File: src/hdl/lbp_pkg.sv
// Shared types, constants and neighbour tables for the 3x3 local binary pattern block.
// No dependencies; every other file of the block imports this package.
package lbp_pkg;

  localparam int MAX_ROWS_DEF = 1024;

  localparam int PIX_W    = 8;
  localparam int ROWS_W   = 11;
  localparam int COLS_W   = 16;
  localparam int COLP_W   = COLS_W + 1;
  localparam int CNT_W    = 32;
  localparam int PADDR_W  = 3;
  localparam int PDATA_W  = 32;

  localparam int ROWS_MIN = 3;
  localparam int COLS_MIN = 3;
  localparam logic [ROWS_W-1:0] ROWS_RESET = 11'd480;
  localparam logic [COLS_W-1:0] COLS_RESET = 16'd640;

  // Register indexes on the configuration port.
  localparam logic REG_ROWS = 1'b0;
  localparam logic REG_COLS = 1'b1;

  // Iterative divider that re-derives the centre row and column.
  localparam int DIV_STEPS = CNT_W;
  localparam int DIV_CNT_W = $clog2(DIV_STEPS + 1);

  // Window layout: index = 3*(1+row offset) + (1+column offset), centre in the middle.
  localparam int NB_N       = 8;
  localparam int WIN_N      = 9;
  localparam int CENTRE_TAP = 4;
  localparam int TAP_W      = 4;

  // Window tap of neighbour n, from its (column,row) offset as (1+dr)*3+(1+dc).
  localparam logic [TAP_W-1:0] NB_TAP [NB_N] = '{
    4'd5, 4'd8, 4'd7, 4'd6, 4'd3, 4'd0, 4'd1, 4'd2
  };

  // Neighbours that fall off each image edge.
  localparam logic [NB_N-1:0] NB_LEFT  = 8'b0011_1000;  // column offset -1
  localparam logic [NB_N-1:0] NB_RIGHT = 8'b1000_0011;  // column offset +1
  localparam logic [NB_N-1:0] NB_UP    = 8'b1110_0000;  // row offset -1
  localparam logic [NB_N-1:0] NB_DOWN  = 8'b0000_1110;  // row offset +1

  typedef struct packed {
    logic [COLS_W-1:0] cols;
    logic [CNT_W-1:0]  total;
  } cfg_t;

  typedef struct packed {
    logic busy;
    logic done;
  } div_st_t;

  typedef struct packed {
    logic             emit;
    logic             last;
    logic [NB_N-1:0]  mask;
    logic [PIX_W-1:0] pixel;
  } item_t;

  typedef struct packed {
    logic en1;
    logic en2;
    logic en3;
  } pipe_en_t;

  typedef struct packed {
    logic v1;
    logic v2;
  } pipe_st_t;

endpackage

File: src/hdl/lbp_seq.sv
// Scan sequencer: row and column position, fed and emitted counts, edge mask and frame end.
// Depends on lbp_pkg.
module lbp_seq
  import lbp_pkg::*;
#(
  parameter int MAX_ROWS = MAX_ROWS_DEF,
  parameter int RW       = $clog2(MAX_ROWS + 1),
  parameter int AW       = $clog2(MAX_ROWS)
) (
  input  logic             clk_i,
  input  logic             rst_ni,
  input  logic             accept_i,
  input  logic             flush_i,
  input  logic [PIX_W-1:0] pixel_i,
  input  logic [RW-1:0]    rows_i,
  input  cfg_t             cfg_i,
  input  div_st_t          div_i,
  input  logic [CNT_W-1:0] quo_i,
  input  logic [RW-1:0]    rem_i,
  output logic [CNT_W-1:0] emitted_o,
  output logic             valid_o,
  output item_t            item_o,
  output logic [AW-1:0]    addr_o
);

  logic [AW-1:0]     row_q;
  logic [COLP_W-1:0] col_q;
  logic [CNT_W-1:0]  fed_q;
  logic [CNT_W-1:0]  emitted_q;
  logic [RW-1:0]     cr_q;
  logic [CNT_W-1:0]  cc_q;

  logic             in_frame;
  logic             process;
  logic [CNT_W-1:0] fed_n;
  logic [CNT_W-1:0] emitted_n;
  logic             emit;
  logic             last;
  logic             row_wrap;
  logic             first_col;
  logic             last_col;
  logic             first_row;
  logic             last_row;

  assign in_frame  = col_q < COLP_W'(cfg_i.cols);
  assign process   = accept_i && !(flush_i && in_frame);
  assign fed_n     = fed_q + 1'b1;
  assign emitted_n = emitted_q + 1'b1;
  assign emit      = fed_n >= CNT_W'(rows_i) + CNT_W'(2);
  assign last      = emit && (emitted_n >= cfg_i.total);
  assign row_wrap  = CNT_W'(row_q) + CNT_W'(1) >= CNT_W'(rows_i);

  // Position of the centre pixel of the code produced by this item.
  assign first_col = cc_q == '0;
  assign last_col  = (CNT_W + 1)'(cc_q) + (CNT_W + 1)'(1) >= (CNT_W + 1)'(cfg_i.cols);
  assign first_row = cr_q == '0;
  assign last_row  = CNT_W'(cr_q) + CNT_W'(1) >= CNT_W'(rows_i);

  assign valid_o     = process;
  assign addr_o      = row_q;
  assign emitted_o   = emitted_q;
  assign item_o.emit = emit;
  assign item_o.last = last;
  assign item_o.mask = ~((first_col ? NB_LEFT  : '0) | (last_col ? NB_RIGHT : '0) |
                         (first_row ? NB_UP    : '0) | (last_row ? NB_DOWN  : '0));
  // Once every column is in, further items only push zeros through the window.
  assign item_o.pixel = in_frame ? pixel_i : '0;

  always_ff @(posedge clk_i or negedge rst_ni) begin
    if (!rst_ni) begin
      row_q     <= '0;
      col_q     <= '0;
      fed_q     <= '0;
      emitted_q <= '0;
      cr_q      <= '0;
      cc_q      <= '0;
    end else if (div_i.done) begin
      cr_q <= rem_i;
      cc_q <= quo_i;
    end else if (process) begin
      if (last) begin
        row_q     <= '0;
        col_q     <= '0;
        fed_q     <= '0;
        emitted_q <= '0;
        cr_q      <= '0;
        cc_q      <= '0;
      end else begin
        if (row_wrap) begin
          row_q <= '0;
          if (col_q != '1) begin
            col_q <= col_q + 1'b1;
          end
        end else begin
          row_q <= row_q + 1'b1;
        end
        fed_q <= fed_n;
        if (emit) begin
          emitted_q <= emitted_n;
          if (last_row) begin
            cr_q <= '0;
            cc_q <= cc_q + 1'b1;
          end else begin
            cr_q <= cr_q + 1'b1;
          end
        end
      end
    end
  end

  a_no_accept_in_div: assert property (@(posedge clk_i) disable iff (!rst_ni)
    accept_i |-> !div_i.busy)
    else $error("item accepted while the position divider is running");

  a_centre_row_bound: assert property (@(posedge clk_i) disable iff (!rst_ni)
    !div_i.busy |-> CNT_W'(cr_q) < CNT_W'(rows_i))
    else $error("centre row out of range");

  a_frame_restart: assert property (@(posedge clk_i) disable iff (!rst_ni)
    (process && last) |=> (row_q == '0 && col_q == '0 && cc_q == '0))
    else $error("scan position not cleared after the last code of a frame");

endmodule

File: config.mk
export PLATFORM = sky130hd
export DESIGN_NAME = lbp_seq
export DESIGN_NICKNAME = d
export VERILOG_FILES = /design/src/hdl/lbp_pkg.sv /design/src/hdl/lbp_seq.sv
export SDC_FILE = /design/constraint.sdc
export NUM_CORES = 1
export LEC_CHECK = 0
export ABC_AREA = 1
export CORE_MARGIN = 4
export CORE_UTILIZATION = 50
export CTS_CLUSTER_DIAMETER = 60
export CTS_CLUSTER_SIZE = 25
export DETAILED_ROUTE_END_ITERATION = 10
export DONT_BUFFER_PORTS = 1
export MAX_ROUTING_LAYER = met4
export PLACE_DENSITY = 0.72
export SYNTH_ARGS = -nofsm -noshare
export SYNTH_HDL_FRONTEND = slang
export SYNTH_SLANG_ARGS = --single-unit
File: constraint.sdc
create_clock -name clk_i -period 5.3 [get_ports clk_i]
set_input_delay 1.06 -clock clk_i [delete_from_list [all_inputs] [get_ports clk_i]]
set_output_delay 1.06 -clock clk_i [all_outputs]
set_load 0.03 [all_outputs]
### Word-level counts from Yosys, hierarchy flattened

Index checks and enable logic that the tools add are counted.

* flip-flop bits (word level): 134
* bits of input ports: 116
* output and inout port bits: 61

* add/subtract/negate cells: 10
* magnitude comparators: 6
* equal/unequal tests: 1
* mux-type cells: 23
* bitwise logic cells: 5
* reductions and logical operators: 17

Operators by type and width (count)
* two-way mux 32 bit: 8
* adder 32 x 1 -> 32 bit, second input constant: 3
* two-way mux 11 bit: 5
* two-way mux 17 bit: 3
* adder 32 x 1 -> 33 bit, second input constant: 1
* greater-or-equal comparator 33 x 16 -> 1 bit: 1
* greater-or-equal comparator 32 x 12 -> 1 bit: 1
* greater-or-equal comparator 32 bit: 1
* zero test 32 bit: 1
* two-way mux 8 bit: 3
* two-way mux 10 bit: 2
* adder 17 x 1 -> 17 bit, second input constant: 1
* less-than comparator 17 x 16 -> 1 bit: 1
* inequality test 17 bit, second input constant: 1
* adder 11 x 1 -> 12 bit, second input constant: 1
* adder 11 x 2 -> 12 bit, second input constant: 1
* greater-or-equal comparator 12 x 11 -> 1 bit: 1
* adder 10 x 1 -> 11 bit, second input constant: 1
* adder 11 x 1 -> 11 bit, second input constant: 1
* greater-or-equal comparator 11 bit: 1
* zero test 11 bit: 1
* adder 10 x 1 -> 10 bit, second input constant: 1
* NOT 8 bit: 1
* bitwise OR 6 x 8 -> 8 bit: 1
* other kinds (12): 20

### Longest topological paths before layout

* word-level depth: 7
* mapped depth: 27
* mapped depth without buffers: 26

### Worst setup path after synthesis

OpenSTA, ideal clock, no wires.

* path kind: reg-to-output
* from: register emitted_q[0] (netlist: emitted_o[0])
* to: output item_o[16] (netlist name)
* arrival: 3643 ps
* data required time: 4240 ps
* setup slack: 597 ps
* stages on the path, launching flop included: 23
* path buffers: 2
* path through: dfrtp_1 > nand3_1 > nor2_1 > nand3_1 > nor2_1 > nand3_1 > nor3_1 > nand2_1 > nor2_1 > nand4_1 > xor2_1 > inv_1 > ha_1 > nand2_1 > nor2_1 > nand2_1 > nor4_1 > nand4_1 > nand3_1 > nand2_4 > inv_1 > buf_2 > buf_4

* longest elaborated chain between the ends: 3

Ends and longest elaborated chain
* start: declaration: RTL line lbp_seq.sv:29 `logic [CNT_W-1:0] emitted_q;`
* start signal: assignment: RTL line lbp_seq.sv:99 `emitted_q <= emitted_n;`
* adder 32 x 1 -> 32 bit: RTL line lbp_seq.sv:48 `assign emitted_n = emitted_q + 1'b1;`
* greater-or-equal comparator 32 bit: RTL line lbp_seq.sv:50 `assign last = emit && (emitted_n >= cfg_i.total);`
* logical AND 1 bit: RTL line lbp_seq.sv:50
* end: declaration: RTL line lbp_seq.sv:22 `output item_t item_o,`

No other way between the ends.

==> impl_results.md <==
* Xor and xnor fraction of the mapped netlist area at 7.592%
* Capture instance of the worst register-to-register path: cc_q[1]
* Via count at between 10000 and 15000
* Synthesized cell area at 11880 sq um
* Clock group share of total power at between 20% and 30%
* Startpoint types: register
* Non-filler instance count after layout at around 2100
* Main combinational cell family by area after synthesis: simple AND/OR/NAND/NOR gates
* Power share of the sequential group at 38.0%
* Crit path arrival time at about 4.0 ns
* Area fraction in compound gates after synthesis at 7.487%
* Synthesized netlist cell count at 1806
* Top cells by area in the synthesized netlist: dfrtp_1 28%, nand2_1 18%, ha_1 11%
* Number of placed I/O pins at ~180
* WL per Instance at around 15 microns
* Critical Path Most Common Cell: nand2_1
* Input/output buffers at 0
* Count of standard-cell rows at 56
* Met3 wirelength from detailed routing at roughly 1800 microns
* Most common cell after layout, fill and taps aside: nand2_1
* Basic-gate share of the synthesized area counting and, or, nand and nor cells at 34.83%
* Path depth of the worst reg2reg path at 28
* Final hold vios at 0
* DR vias/cell at ~5.3
* Distinct cell type count of the synthesized netlist at 43
* Number of nets in the finished design at a little over 2000
* Initial Utilization at between 50% and 60%
* Sequential-to-total area share from yosys stat at between 20% and 30%
* Total of max-cap violations at 0
* Number of remaining DRC errors at 0
* Number of DRC markers in iteration 0 at roughly 940
* Final core occ at 55.24%
* Placed cells at around 2100
* Synthesized-area fraction occupied by adder cells at a little under an eighth
* Dominant cell type by area after synthesis: dfrtp_1
* Share of post-route cells with drive strength above 1 at 5.763%
* Overall routed net length at between 30000 and 40000 microns
* Post-DP HPWL at 25000 microns
* Number of endpoints failing setup at the final stage at 0
* Initial antenna violation count at 1
* Status: complete, no violations
* Delay of the slowest cell on the worst path at 0.37 ns
* Num CTS Buffers at 17
* Maximum clock insertion buffer count at 2
* TritonCTS clock tree: yes
* Die outline height at between 150 and 200 microns
* Flip-flop and latch count after synthesis at 134
* Root Buffer: clkbuf_16
* GRT Total Usage at around a quarter
* Cell breakdown of the critical path: buf_6, ha_1, nand2_1, nor2_1, inv_1, nor2_2, nand2_1, inv_1, nand3_1, inv_2, nand3_2, nor4_4, xor2_1, inv_1, ha_1, nand2_1, nor2_2, nand2_1, nor4_4, nand4_1, nand3_2, nand2_4, clkinvlp_4
* Count of antenna-violating nets left after detailed routing at 0
* Area growth from synthesis to final layout at 8.792%
* Period minus WS final at ~5 ns
* Deepest level of the CTS H-tree at 4
* Worst-margin pin slew at roughly 0.85 ns
* Area of the die at 26300 sq um
* Post-synth ARST share at 100.0%
* Power density over cell area at between 300 and 400 nW/um^2
* TritonRoute pass-1 iters at 5
* Comb power frac at between 30 and 40%
* Leakage power at roughly 6.8 nW
* Pins over their slew limit at 0
* Clock Sink Count at approximately 130
* Hold-fix buffer count after cts at 0
* Slack of the worst reg-to-reg path at ~0.63 ns
* Proportion of total power due to net switching at 43.01%
* CP required at between 4 and 5 ns
* Setup crit end kind: output port
* Final clock skew at between 0.015 and 0.02 ns
* Synth Area per Inst at ~6.6 sq um
* Footprint of the multi-input gates at around 7400 sq um
* Maximum number of pins on one net before global-route repair at ~140
* Post-Route M1 WL at 15510 microns
* Warnings from Yosys at 0
* Remaining Overflow, GRT at 0
* Reg clk slew, reported paths at 0.06 ns
* Worst hold path class: input port to asynchronous set/reset pin
* Clock latency on the worst-skew pair at 0.44 ns
* Max layer used: met4
* Net Switching at 0.001842 W
* Number of global-route vias before repair at between 10000 and 15000
* Worst Setup Path Type: register to output port
* Leading register cell type out of synthesis: dfrtp_1
* Count of filler cells inserted in the layout at between 2000 and 2500
* Part of the cycle the worst path needs at around 96%
* Global-route wire length before repair at ~53000 microns
* Most frequent cells in the layout: 584 x nand2_1, 261 x inv_1, 165 x nor2_1
* Largest driver fanout on the critical path at 5
* Slowest-stage cell, CP: dfrtp_1
* Top achievable clock speed at approximately 200 MHz
* Die X-Extent at about 160 microns
* Number of synthesized flops with an enable pin at 0
* Worst voltage drop across the vdd grid at slightly above 200 uV
* Slew Limit Headroom at 43.04%
* Mapped Nets at 2029
* Routability Congestion at 0.9358
* Pint at 0.002441 W
* Routed met2 length at 15180 microns
* Startpoint of the worst-slack reg-to-reg timing path: emitted_o[0]
* Area share of the largest cell type after synthesis at between 20 and 30%
* Core ar. at ~23000 sq um
* Area taken by flip-flops and latches at ~3400 sq um
* Post-synthesis mux area share at 0%
## stage by stage
step | hold WS (ns) | setup TNS, ns | cell area, sq um | total power [W] | worst slack (ns)
after floorplan | 0.4918 | 0 | 11880 | 0.002708 | 0.5970
after global placement | 0.5255 | 0 | 12250 | 0.003041 | 0.4340
after detailed placement | 0.5369 | 0 | 12250 | 0.003086 | 0.3898
after CTS | 0.3143 | 0 | 12830 | 0.004278 | 0.03293
after global routing | 0.3043 | -0.1000 | 12930 | 0.004605 | -0.09263
final | 0.3222 | 0 | 12930 | 0.004283 | 0.2029
## what timing repair did
item / CTS / global route
hold endpoints to repair: 0 / 0
resized for setup: 3 / 22
setup endpoints to repair: 1 / 4
pin swaps: 0 / 3
buffers inserted: 0 / 0
## cell usage after synthesis (20+ instances only)
library cell	instances
nand4_1	26
nand3_1	116
inv_1	264
ha_1	107
nor3_1	31
o21ai_0	61
dfrtp_1	134
xor2_1	98
nor2_1	173
nor4_1	20
nand2_1	584
o21ai_1	33
a21oi_1	38
## logic make-up (layout without fill, tap and decap cells)
logic type,after synthesis,after routing
AOI/OAI and AO/OA,165,165
and+or+nand+nor,985,985
adders and majority gates,107,107
buffers and inverters,312,328
xor gates and xnor gates,103,103
other,0,1
DFF,134,134
## worst max path at each step
stage / from / to / slack (ns) / depth (start not counted)
after floorplan: emitted_o[0] / item_o[16] / 0.60 / 22
after global placement: emitted_o[1] / item_o[16] / 0.43 / 18
after detailed placement: emitted_o[1] / item_o[16] / 0.39 / 18
after CTS: emitted_o[0] / item_o[16] / 0.03 / 23
after global routing: emitted_o[0] / item_o[16] / -0.09 / 23
final: emitted_o[0] / item_o[16] / 0.20 / 23
## worst max-delay path: cells and delay by family, from the launching register on
kind                     cells  cell delay (ns)
adder cells (fa/ha/maj)      2             0.47
XOR/XNOR                     1             0.17
buffers and inverters        6             0.66
AND/OR/NAND/NOR             14             1.93
flip-flops                   1             0.37
## layout make-up
type                            count  share of cell area [%]
Inverter                          267                   7.782
Clock buffer                       18                   3.397
Tap cell                          319                   3.087
Antenna cell                        1                 0.01936
Timing Repair Buffer               29                   1.713
Multi-Input combinational cell   1360                   57.08
Clock inverter                     14                  0.9775
Sequential cell                   134                   25.94
## power groups by stage
| stage | sequential, W | combinational [W] | clock (W) |
|---|---|---|---|
| finish | 0.00163 | 0.00148 | 0.00118 |
| global route | 0.00167 | 0.00170 | 0.00124 |
| CTS | 0.00163 | 0.00146 | 0.00119 |
| detailed placement | 0.00164 | 0.00145 | 0 |
| global placement | 0.00163 | 0.00141 | 0 |
| floorplan | 0.00160 | 0.00110 | 0 |
## sequential cells by signal, summed over array words and instances (netlist names)
name / count
addr_o: 10
cc_q: 32
col_q: 17
cr_q: 11
emitted_o: 32
fed_q: 32
## per-layer routing
metal,GRT usage [%],vias to the layer above
met5,-,-
met4,5.652,0
met3,4.720,42
met2,39.67,282
met1,35.12,5253
li1,-,5741
Note: power is estimated with default switching activity, not from simulation.
