**config.mk**
```make
export PLATFORM = sky130hd
export DESIGN_NAME = lbp_div
export DESIGN_NICKNAME = d
export VERILOG_FILES = /design/src/hdl/lbp_pkg.sv /design/src/hdl/lbp_div.sv
export SDC_FILE = /design/constraint.sdc
export NUM_CORES = 1
export LEC_CHECK = 0
export BUFFER_PORTS_ARGS = -buffer_cell sky130_fd_sc_hd__buf_2
export CORE_ASPECT_RATIO = 1.25
export CORE_UTILIZATION = 45
export DETAILED_ROUTE_END_ITERATION = 8
export PLACE_DENSITY = 0.7
export SLEW_MARGIN = 20
export SYNTH_ARGS = -nofsm -noshare
export SYNTH_HDL_FRONTEND = slang
export SYNTH_SLANG_ARGS = --single-unit
export TNS_END_PERCENT = 5
```
**constraint.sdc**
```tcl
create_clock -name clk_i -period 3.9 [get_ports clk_i]
set_clock_uncertainty 0.1 [all_clocks]
set_input_delay 0.78 -clock clk_i [delete_from_list [all_inputs] [get_ports clk_i]]
set_output_delay 0.78 -clock clk_i [all_outputs]
set_load 0.01 [all_outputs]
```
**src/hdl/lbp_pkg.sv**
```systemverilog
// Shared types, constants and neighbour tables for the 3x3 local binary pattern block.
// No dependencies; every other file of the block imports this package.
package lbp_pkg;

  localparam int MAX_ROWS_DEF = 1024;

  localparam int PIX_W    = 8;
  localparam int ROWS_W   = 11;
  localparam int COLS_W   = 16;
  localparam int COLP_W   = COLS_W + 1;
  localparam int CNT_W    = 32;
  localparam int PADDR_W  = 3;
  localparam int PDATA_W  = 32;

  localparam int ROWS_MIN = 3;
  localparam int COLS_MIN = 3;
  localparam logic [ROWS_W-1:0] ROWS_RESET = 11'd480;
  localparam logic [COLS_W-1:0] COLS_RESET = 16'd640;

  // Register indexes on the configuration port.
  localparam logic REG_ROWS = 1'b0;
  localparam logic REG_COLS = 1'b1;

  // Iterative divider that re-derives the centre row and column.
  localparam int DIV_STEPS = CNT_W;
  localparam int DIV_CNT_W = $clog2(DIV_STEPS + 1);

  // Window layout: index = 3*(1+row offset) + (1+column offset), centre in the middle.
  localparam int NB_N       = 8;
  localparam int WIN_N      = 9;
  localparam int CENTRE_TAP = 4;
  localparam int TAP_W      = 4;

  // Window tap of neighbour n, from its (column,row) offset as (1+dr)*3+(1+dc).
  localparam logic [TAP_W-1:0] NB_TAP [NB_N] = '{
    4'd5, 4'd8, 4'd7, 4'd6, 4'd3, 4'd0, 4'd1, 4'd2
  };

  // Neighbours that fall off each image edge.
  localparam logic [NB_N-1:0] NB_LEFT  = 8'b0011_1000;  // column offset -1
  localparam logic [NB_N-1:0] NB_RIGHT = 8'b1000_0011;  // column offset +1
  localparam logic [NB_N-1:0] NB_UP    = 8'b1110_0000;  // row offset -1
  localparam logic [NB_N-1:0] NB_DOWN  = 8'b0000_1110;  // row offset +1

  typedef struct packed {
    logic [COLS_W-1:0] cols;
    logic [CNT_W-1:0]  total;
  } cfg_t;

  typedef struct packed {
    logic busy;
    logic done;
  } div_st_t;

  typedef struct packed {
    logic             emit;
    logic             last;
    logic [NB_N-1:0]  mask;
    logic [PIX_W-1:0] pixel;
  } item_t;

  typedef struct packed {
    logic en1;
    logic en2;
    logic en3;
  } pipe_en_t;

  typedef struct packed {
    logic v1;
    logic v2;
  } pipe_st_t;

endpackage

```
**src/hdl/lbp_div.sv**
```systemverilog
// Restoring divider, one quotient bit per cycle, that splits the emitted count into column and row.
// Depends on lbp_pkg.
module lbp_div
  import lbp_pkg::*;
#(
  parameter int RW = 11
) (
  input  logic             clk_i,
  input  logic             rst_ni,
  input  logic             start_i,
  input  logic [CNT_W-1:0] dividend_i,
  input  logic [RW-1:0]    divisor_i,
  output div_st_t          st_o,
  output logic [CNT_W-1:0] quo_o,
  output logic [RW-1:0]    rem_o
);

  logic [DIV_CNT_W-1:0] cnt_q;
  logic                 busy_q;
  logic                 done_q;
  logic [CNT_W-1:0]     dvd_q;
  logic [RW-1:0]        rem_q;
  logic [RW:0]          trial;
  logic [RW:0]          diff;

  assign trial = {rem_q, dvd_q[CNT_W-1]};
  assign diff  = trial - {1'b0, divisor_i};

  // The first busy cycle loads the operands, so a new divisor has settled.
  always_ff @(posedge clk_i or negedge rst_ni) begin
    if (!rst_ni) begin
      busy_q <= 1'b1;
      done_q <= 1'b0;
      cnt_q  <= '0;
    end else begin
      done_q <= 1'b0;
      if (start_i) begin
        busy_q <= 1'b1;
        cnt_q  <= '0;
      end else if (busy_q) begin
        if (cnt_q == DIV_CNT_W'(DIV_STEPS)) begin
          busy_q <= 1'b0;
          done_q <= 1'b1;
        end
        cnt_q <= cnt_q + 1'b1;
      end
    end
  end

  always_ff @(posedge clk_i) begin
    if (busy_q && !start_i) begin
      if (cnt_q == '0) begin
        dvd_q <= dividend_i;
        rem_q <= '0;
      end else if (!diff[RW]) begin
        rem_q <= diff[RW-1:0];
        dvd_q <= {dvd_q[CNT_W-2:0], 1'b1};
      end else begin
        rem_q <= trial[RW-1:0];
        dvd_q <= {dvd_q[CNT_W-2:0], 1'b0};
      end
    end
  end

  assign st_o.busy = busy_q || done_q;
  assign st_o.done = done_q;
  assign quo_o     = dvd_q;
  assign rem_o     = rem_q;

endmodule

```
# --- Word level (Yosys, flattened, before mapping) ---
# Cells that the tools add are included.
totals:
  reg_bits: 51
  inputBits: 46
  output_inout_bits: 45
  elab_cells: 24
classes:
  n_addsub: 2
  eq_ne: 1
  n_mux: 11
  n_reduce_logical: 5
op_table:
  columns: ["operator", "count"]
  rows:
  - ["two-way mux 32 bit", 1]
  - ["two-way mux 6 bit", 2]
  - ["subtractor 12 x 11 -> 12 bit", 1]
  - ["two-way mux 11 bit", 1]
  - ["two-way mux 1 bit", 7]
  - ["adder 6 x 1 -> 6 bit, second input constant", 1]
  - ["equality test 6 bit, second input constant", 1]
  - ["zero test 6 bit", 1]
  - ["nonzero test 2 bit", 1]
  - ["logical AND 1 bit", 1]
  - ["zero test 1 bit", 1]
  - ["logical OR 1 bit", 1]

# --- Depth between registers and ports, before layout ---
# Gate-level depths: netlist of the first run.
logic_depth:
  depth_word: 4
  depth_mapped: 11
  mapped_depth_nobuf: 11

# --- Worst setup path before layout of the first run ---
# OpenSTA, ideal clock, no wires.
synth_path:
  path_kind: "input -> register"
  from: "input port start_i"
  to: "register dvd_q[0], in the netlist quo_o[0] (enable)"
  setup_ps: 449
  arrival_time_ps: 2901
  t_required_ps: 3351
  setup_slack_ps: 450
  stages: 2
  path_cell_list: "clkbuf_1 > nor2b_1"
synth_between:
  elab_chain_len: 2
synth_lines:
  columns: ["element", "line_no", "text"]
  rows:
  - ["from (decl)", "lbp_div.sv:10", "input logic start_i,"]
  - ["zero test 1 bit", "lbp_div.sv:51", "if (busy_q && !start_i) begin"]
  - ["logical AND 1 bit", "lbp_div.sv:51", null]
  - ["to (signal assigned)", "lbp_div.sv:53", "dvd_q <= dividend_i;"]
  - ["to (signal assigned)", "lbp_div.sv:57", "dvd_q <= {dvd_q[CNT_W-2:0], 1'b1};"]
  - ["to (signal assigned)", "lbp_div.sv:60", "dvd_q <= {dvd_q[CNT_W-2:0], 1'b0};"]
  - ["to (decl)", "lbp_div.sv:21", "logic [CNT_W-1:0] dvd_q;"]
# No other way between the ends.
# A chain may end at the register's enable or synchronous reset.

# --- Worst setup path in the final report of the first run ---
layout_path:
  from: "input port divisor_i[1]"
  to: "register rem_q[4], in the netlist rem_o[4] (data pin)"
layout_between:
  elab_chain_len: 2
layout_lines:
  columns: ["element", "line_no", "text"]
  rows:
  - ["from (decl)", "lbp_div.sv:12", "input logic [RW-1:0] divisor_i,"]
  - ["subtractor 12 x 11 -> 12 bit", "lbp_div.sv:27", "assign diff = trial - {1'b0, divisor_i};"]
  - ["two-way mux 11 bit", "lbp_div.sv:55", "end else if (!diff[RW]) begin"]
  - ["to (signal assigned)", "lbp_div.sv:56", "rem_q <= diff[RW-1:0];"]
  - ["to (signal assigned)", "lbp_div.sv:59", "rem_q <= trial[RW-1:0];"]
  - ["to (decl)", "lbp_div.sv:22", "logic [RW-1:0] rem_q;"]
# No other way between the ends.

==> summary.txt, run 1 <==
STA
  • Final min period: 2910 ps
  • Final setup violation count: 0
  • TNS Setup: 0 ps
  • Slew @ Worst Pin: 470 ps
  • Fmax: 343 MHz
  • Max-slew violations: 0
  • Unrepaired setup endpoints after global routing: false
  • Worst Setup Slack, final: 985 ps
  • Final Hold Vio Count: 0
  • Slew margin rel.: 68.3%
  • Final Cycle Share: 74.7%
  • Worst hold slack: 212 ps

Hold path
  • Hold WC Path Type: in -> async

Setup path
  • Critical Path Sink Type: register
  • CP arrival: 2970 ps
  • CP required: 3960 ps
  • Critical path peak fanout: 14
  • Setup crit start kind: input pin
  • Worst Path Class, Setup: in -> reg

Synth
  • Syn avg cell area: 12.5 sq um
  • Post-synth ARST share: 15.7%
  • Post-synth EDFFs: 43
  • Main synth FF type: edfxtp_1
  • Number of synthesized register bits: 51
  • Sequential share of the synthesized area: 52.4%
  • Most frequent cell after synthesis: edfxtp_1
  • Share of the synthesized area in the top cell type: 45.4%
  • Cell Area, Synth: 2850 sq um
  • Netlist cell types: 42
  • Top post-synthesis cells by area: edfxtp_1 45%, mux2_1 13%, dfrtp_1 6.2%
  • Synth area leader: edfxtp_1
  • Post-synth top cells: 43 x edfxtp_1, 32 x mux2_1, 23 x nor2_1
  • Cells after synthesis: 228
  • Syn_nets: 288
  • Total number of yosys warnings: 0

Place
  • DP Worst Slack: 687 ps
  • Gpl congestion: 0.777
  • Cell Count Post-Placement: 396
  • Hpwl dp: 4110 um
  • PortBufs: 90

Route
  • Drt total wl: 5540 um
  • Via count: 2010
  • Drt drc: 0
  • DRT antenna net count: 0
  • Metal-1 WL: 2470 um
  • Iter 0 DRT Violations: 63
  • WL per Instance: 13.7 um
  • Top routing layer in use: met4
  • TritonRoute pass-1 iters: 4
  • Met3 routed WL: 223 um
  • WL met2: 2750 um
  • Vias per inst: 4.98

Global routing
  • Largest net degree at the start of global routing: 37
  • Tot GR Track Use: 18.1%
  • Antenna violations before repair: 0
  • Total gr overflow: 0
  • Number of global-route vias before repair: 2007
  • First-pass GRT wire length: 9300 um

Die
  • Die X: 73.1 um
  • DIE AREA: 6650 sq um
  • Core Area: 6130 sq um
  • Die height: 90.9 um
  • Initial Util: 46.5%
  • Num ports: 91
  • # rows: 32

Layout
  • Share of cells above drive strength 1: 34.2%
  • Non-Filler Instances: 404
  • Antenna Diode Count: 0
  • Area grow syn2layout: 22.3%
  • Util after Layout: 56.8%
  • Nets: 378

Power
  • Pwr Density: 519 nW/um^2
  • Max rail drop VDD: 0.000205 V
  • Lkg Pwr: 1.55 nW

CTS
  • Clock sinks: 51
  • Hold Buf Count CTS: 0
  • Post-CTS Resized: 0
  • Root Buffer: clkbuf_8
  • Setup repair bufs after CTS: 0
  • Inserted Clock Buffers: 5
  • Worst skew pair latency: 300 ps
  • CTS tree: yes
  • Worst-path clk slew: 90 ps
  • CTS max path bufs: 2
  • H-tree lvl count: 2

Run status
  • Status: finished clean

Flow run
  • Max Cap Violations: 0
power breakdown:
part / total [W] / leakage [nW] / internal [W] / switching [W]
logic: 0.000734 / 0.969 / 0.000348 / 0.000386
registers: 0.000760 / 0.531 / 0.000705 / 0.0000549
clock network: 0.000311 / 0.0482 / 0.000144 / 0.000167
layout make-up:
cell class / instances / area (sq um)
fillers: 562 / 2650
flip-flops and latches: 51 / 1490
multi-input cells: 153 / 1260
repair buffers: 93 / 473
well taps: 85 / 106
clock buffers: 7 / 86.3
inverters: 14 / 52.6
clock inverters: 1 / 5.00
cells by family (layout without fill, tap and decap cells):
kind of cell	count (synthesis)	count (layout)	synth area share [%]
simple gates	55	55	9.32
flops	51	51	52.4
compound gates	32	32	8.92
fa+ha+maj	14	14	6.42
buf+inv	24	115	3.65
xor+xnor	10	10	3.08
mux	42	42	16.2
path summary, 6_finish.rpt:
check,from,endpoint,slack [ps],depth (start not counted)
setup / recovery,divisor_i[1],rem_o[4],990,11
hold / removal,rst_ni,done_q,210,1
setup reg to reg,rem_o[0],rem_o[4],1130,9
hold reg to reg,quo_o[5],quo_o[6],450,1
max in group asynchronous,rst_ni,busy_q,3250,1
min in group clk_i,quo_o[5],quo_o[6],450,1
metrics by stage:
stage / power [W] / area (sq um)
after CTS: 0.00183 / 3480
after global routing: 0.00194 / 3480
after global placement: 0.00150 / 3390
final: 0.00181 / 3480
after floorplan: 0.00131 / 2850
after detailed placement: 0.00151 / 3390
state kept, by name, summed over array words and instances, names as in the netlist:
register	flops
done_q	1
busy_q	1
quo_o	32
cnt_q	6
rem_o	11
placed cells by master, fill, tap and decap left out, drive strengths merged:
| cell type | synthesis | layout |
|---|---|---|
| a21oi | 7 | 7 |
| and3 | 2 | 2 |
| inv | 14 | 14 |
| o311ai | 1 | 1 |
| or3 | 3 | 3 |
| nor2 | 23 | 23 |
| nand2b | 1 | 1 |
| nor2b | 6 | 6 |
| o21ai | 8 | 8 |
| xnor2 | 6 | 6 |
| o21a | 5 | 5 |
| clkinv | 0 | 1 |
| mux2 | 32 | 32 |
| o31a | 1 | 1 |
| nand4 | 2 | 2 |
| nand3 | 1 | 1 |
| nor4 | 2 | 2 |
| o211a | 1 | 1 |
| a211oi | 4 | 4 |
| clkbuf | 3 | 7 |
| nor3 | 2 | 2 |
| nor4b | 1 | 1 |
| ha | 13 | 13 |
| dfrtp | 7 | 7 |
| edfxtp | 43 | 43 |
| a31o | 1 | 1 |
| mux2i | 10 | 10 |
| buf | 7 | 93 |
| a21o | 3 | 3 |
| fa | 1 | 1 |
| xor2 | 4 | 4 |
| or2 | 2 | 2 |
| dfstp | 1 | 1 |
| or3b | 1 | 1 |
| o31ai | 1 | 1 |
| nand2 | 9 | 9 |
worst max-delay path: stages:
cell      delay (ps)
buf_2             90
inv_1             90
ha_1             230
nor2b_1          140
o31a_1           290
o21a_4           260
o311ai_4         300
a211oi_4          50
buf_4            200
or3_1            400
a21oi_2          140
routing by layer:
layer  global-route usage (%)  vias up
met1                     23.0      944
met4                     5.23        0
li1                         -     1000
met3                     2.79       10
met5                        0        -
met2                     31.0       56
No activity file was read; power rests on OpenSTA's default activity.
==> inputs of run 2 (changes only) <==
clock period = 2.8 ns   (was 3.9 ns; I/O delays follow)
==> summary.txt, run 2 (synthesis results as in run 1) <==
Run status
  • Status: finished clean

STA
  • Final Hold Vio Count: 0
  • Unrepaired setup endpoints after global routing: false
  • Max-slew violations: 0
  • Slew @ Worst Pin: 434 ps
  • Final min period: 2590 ps
  • Worst Setup Slack, final: 206 ps
  • Final setup violation count: 0
  • TNS Setup: 0 ps
  • Final Cycle Share: 92.6%
  • Fmax: 386 MHz
  • Slew margin rel.: 70.7%

Route
  • Drt drc: 0
  • TritonRoute pass-1 iters: 4
  • WL per Instance: 13.8 um
  • Vias per inst: 4.92
  • Iter 0 DRT Violations: 106
  • DRT antenna net count: 0
  • Via count: 2040
  • Drt total wl: 5710 um

Place
  • Post-DP Area: 3490 sq um
  • Gpl congestion: 0.793
  • Hpwl dp: 4230 um
  • PortBufs: 90
  • DP Worst Slack: -11.5 ps

Die
  • # rows: 32
  • Initial Util: 46.5%
  • Core Area: 6130 sq um
  • DIE AREA: 6650 sq um
  • Die X: 73.1 um
  • Num ports: 91
  • Die height: 90.9 um

Setup path
  • Critical Path Sink Type: register
  • Worst r2r path cells: 11
  • CP arrival: 2560 ps
  • Worst Path Class, Setup: reg -> reg
  • Critical path peak fanout: 3
  • CP required: 2760 ps
  • Flop2flop setup slack: 210 ps
  • Setup crit start kind: register

Layout
  • Fillers: 516
  • Area occupied by multi-input gates: 1260 sq um
  • Largest register FFs: 32
  • Nets: 389
  • Most frequent cells in the layout: 90 x buf_2, 43 x edfxtp_1, 32 x mux2_1
  • Antenna Diode Count: 0
  • Commonest non-fill, non-tap cell in the layout: buf_2
  • Area grow syn2layout: 25.8%
  • Post-route cell area: 3580 sq um
  • Share of cells above drive strength 1: 35.8%
  • Register Area: 1490 sq um

Global routing
  • Largest net degree at the start of global routing: 37
  • First-pass GRT wire length: 9270 um
  • Antenna violations before repair: 0
  • Number of global-route vias before repair: 2015
  • Total gr overflow: 0
  • Tot GR Track Use: 18.0%

CTS
  • Clock sinks: 51
  • CTS max path bufs: 2
  • Post-CTS Resized: 0
  • Worst-path clk slew: 90 ps
  • Root Buffer: clkbuf_8
  • Inserted Clock Buffers: 5
  • Worst skew pair latency: 300 ps
  • Hold Buf Count CTS: 1
  • Setup repair bufs after CTS: 0
  • H-tree lvl count: 2
  • CTS tree: yes

Hold path
  • Hold depth: 2
  • Hold WC Path Type: in -> reg

Flow run
  • Max Cap Violations: 0

Power
  • Max rail drop VDD: 0.000316 V
  • Lkg Pwr: 1.60 nW
  • Pwr Density: 723 nW/um^2
[run 2: final timing paths]
path,from,to
worst max-delay path,quo_o[31],rem_o[10]
worst min-delay path,dividend_i[30],quo_o[30]
worst max register to register,quo_o[31],rem_o[10]
worst min register to register,quo_o[24],quo_o[25]
max in group asynchronous,rst_ni,busy_q
min in group asynchronous,rst_ni,cnt_q[4]
[run 2: metal layers]
metal | share of wire [%] | GRT usage, %
met1 | 45 | 23.5
met2 | 50 | 30.9
met3 | 3.9 | 2.79
met4 | 1.0 | 4.08
met5 | 0 | 0
[run 2: metrics by stage]
step / instances / utilization [%] / hold slack (ps) / power (W)
2_1_floorplan: 228 / - / 164 / 0.00183
3_3_place_gp: 406 / 57.0 / 311 / 0.00217
3_5_place_dp: 406 / 57.0 / 312 / 0.00218
4_1_cts: 415 / 58.5 / 428 / 0.00262
5_1_grt: 415 / 58.5 / 427 / 0.00276
6_report: 415 / 58.5 / 437 / 0.00259
[run 2: where the power goes]
| group | internal (W) | total [W] | leakage (nW) | switching (W) |
|---|---|---|---|---|
| clock | 0.000176 | 0.000420 | 0.0422 | 0.000243 |
| sequential | 0.000982 | 0.00106 | 0.531 | 0.0000750 |
| combinational | 0.000554 | 0.00111 | 1.03 | 0.000557 |
[run 2: layout make-up]
cell class | instances | area share (%)
well taps | 85 | 2.97
flip-flops and latches | 51 | 41.7
clock buffers | 7 | 2.13
inverters | 14 | 1.47
multi-input cells | 153 | 35.3
clock inverters | 1 | 0.140
repair buffers | 104 | 16.3
[run 2: worst max-delay path, stage by stage, from the launching register on]
cell	delay (ps)
edfxtp_1	420
inv_1	70
ha_1	160
inv_1	50
fa_1	380
a211oi_1	380
o21ai_1	170
a31o_1	230
a21oi_1	160
xnor2_1	80
mux2i_1	120
nor2_1	50
==> inputs of run 3 (changes only) <==
REMOVE_ABC_BUFFERS = 1   (was unset)
==> summary.txt, run 3 (synthesis results as in run 1) <==
Run status
  • Status: finished clean

STA
  • Slew margin rel.: 62.4%
  • Final min period: 2630 ps
  • Final Hold Vio Count: 0
  • Final Cycle Share: 93.8%
  • Final setup violation count: 0
  • Unrepaired setup endpoints after global routing: false
  • Slew @ Worst Pin: 564 ps
  • Fmax: 381 MHz
  • Max-slew violations: 0

Place
  • Gpl congestion: 0.800
  • PortBufs: 90
  • Post-DP Area: 3570 sq um
  • Hpwl dp: 4190 um

Route
  • Vias per inst: 4.89
  • WL per Instance: 13.0 um
  • DRT antenna net count: 0
  • Via count: 2073
  • Iter 0 DRT Violations: 112
  • TritonRoute pass-1 iters: 4
  • Drt drc: 0
  • Drt total wl: 5510 um

Setup path
  • WP buf/inv: 1
  • CP arrival: 2700 ps
  • CP required: 2870 ps
  • Slowest-stage cell, CP: edfxtp_1
  • Flop2flop setup slack: 170 ps
  • Worst r2r dst: rem_o[4]
  • Critical Path Sink Type: register
  • Crit-path max cell delay: 400 ps
  • Crit-path cells: ha_1, nor2b_1, o31a_1, o21a_4, o311ai_4, a211oi_4, buf_12, or3_1, a21oi_2
  • Critical path peak fanout: 14
  • Setup crit start kind: register
  • Top delay family on crit path: compound AO/OA/AOI/OAI gates
  • Worst Path Class, Setup: reg -> reg
  • R2r startpoint: rem_o[0]
  • Worst r2r path cells: 9

Layout
  • Most frequent cells in the layout: 90 x buf_2, 43 x edfxtp_1, 32 x mux2_1
  • Area occupied by multi-input gates: 1270 sq um
  • Util after Layout: 60.3%
  • Register Area: 1490 sq um
  • Fillers: 541
  • Nets: 398
  • Commonest non-fill, non-tap cell in the layout: buf_2
  • Area grow syn2layout: 29.7%
  • Share of cells above drive strength 1: 38.1%
  • Antenna Diode Count: 0
  • Largest register FFs: 32
  • Post-route cell area: 3690 sq um

Die
  • # rows: 32
  • Die height: 90.9 um
  • Core Area: 6130 sq um
  • Initial Util: 46.5%
  • Die X: 73.1 um
  • DIE AREA: 6650 sq um
  • Num ports: 91

Flow run
  • Max Cap Violations: 0

Global routing
  • Total gr overflow: 0
  • Largest net degree at the start of global routing: 45
  • First-pass GRT wire length: 9250 um
  • Tot GR Track Use: 17.9%
  • Number of global-route vias before repair: 2046
  • Antenna violations before repair: 0

CTS
  • Worst skew pair latency: 300 ps
  • Setup repair bufs after CTS: 0
  • Root Buffer: clkbuf_8
  • Inserted Clock Buffers: 5
  • H-tree lvl count: 2
  • CTS max path bufs: 2
  • Clock sinks: 51
  • CTS tree: yes
  • Worst-path clk slew: 100 ps

Hold path
  • Hold depth: 2
  • Hold WC Path Type: in -> reg
  • HP Start: start_i
  • Worst hold endpoint: cnt_q[5]

Power
  • Lkg Pwr: 1.67 nW
  • Pwr Density: 738 nW/um^2
  • Max rail drop VDD: 0.000442 V
[run 3: worst max path at each step]
stage,to,cells after the start,slack (ps),start
after floorplan,quo_o[10],5,-800,cnt_q[0]
after global placement,rem_o[4],11,-50,divisor_i[1]
after detailed placement,rem_o[4],11,-110,divisor_i[1]
after CTS,rem_o[4],9,170,rem_o[0]
after global routing,rem_o[10],11,20,quo_o[31]
final,rem_o[4],9,170,rem_o[0]
[run 3: worst reg2reg max path: stages, from the launching register on]
cell and delay, ps:
edfxtp_1 400, ha_1 280, nor2b_1 140, o31a_1 270, o21a_4 240, o311ai_4 300, a211oi_4 70, buf_12 160
or3_1 410, a21oi_2 140
[run 3: repair_timing]
item,in CTS,in global routing
endpoints found under the hold margin,7,0
resized for setup,0,1
hold buffers,1,0
endpoints found under the setup margin,0,1
[run 3: per-layer routing]
layer	track usage [%]	vias up	wire, um	share of wire (%)
met3	3.01	5	194	3.5
met2	30.4	50	2800	51
met1	23.3	975	2480	45
met5	0	-	0	0
li1	-	1043	-	-
met4	4.41	0	38	0.69
[run 3: where the power goes]
part / switching, W / internal [W]
logic: 0.000571 / 0.000598
registers: 0.0000721 / 0.000983
clock network: 0.000240 / 0.000262
[run 3: per-stage QoR]
step / instances / hold slack, ps / total power, W / setup TNS, ps / setup slack (ps)
6_report: 424 / 437 / 0.00273 / 0 / 172
5_1_grt: 424 / 428 / 0.00291 / 0 / 15.3
4_1_cts: 424 / 433 / 0.00275 / 0 / 166
3_5_place_dp: 415 / 312 / 0.00224 / -143 / -115
3_3_place_gp: 415 / 311 / 0.00222 / -45.6 / -45.6
2_1_floorplan: 218 / 164 / 0.00181 / -45060 / -800
[run 3: cell type report]
type	count	area share (%)
clock buffer	5	1.86
clock inverter	3	1.05
inverter	14	1.42
multi-input combinational	153	34.4
sequential	51	40.4
tap	85	2.88
timing repair buffer	113	18.0
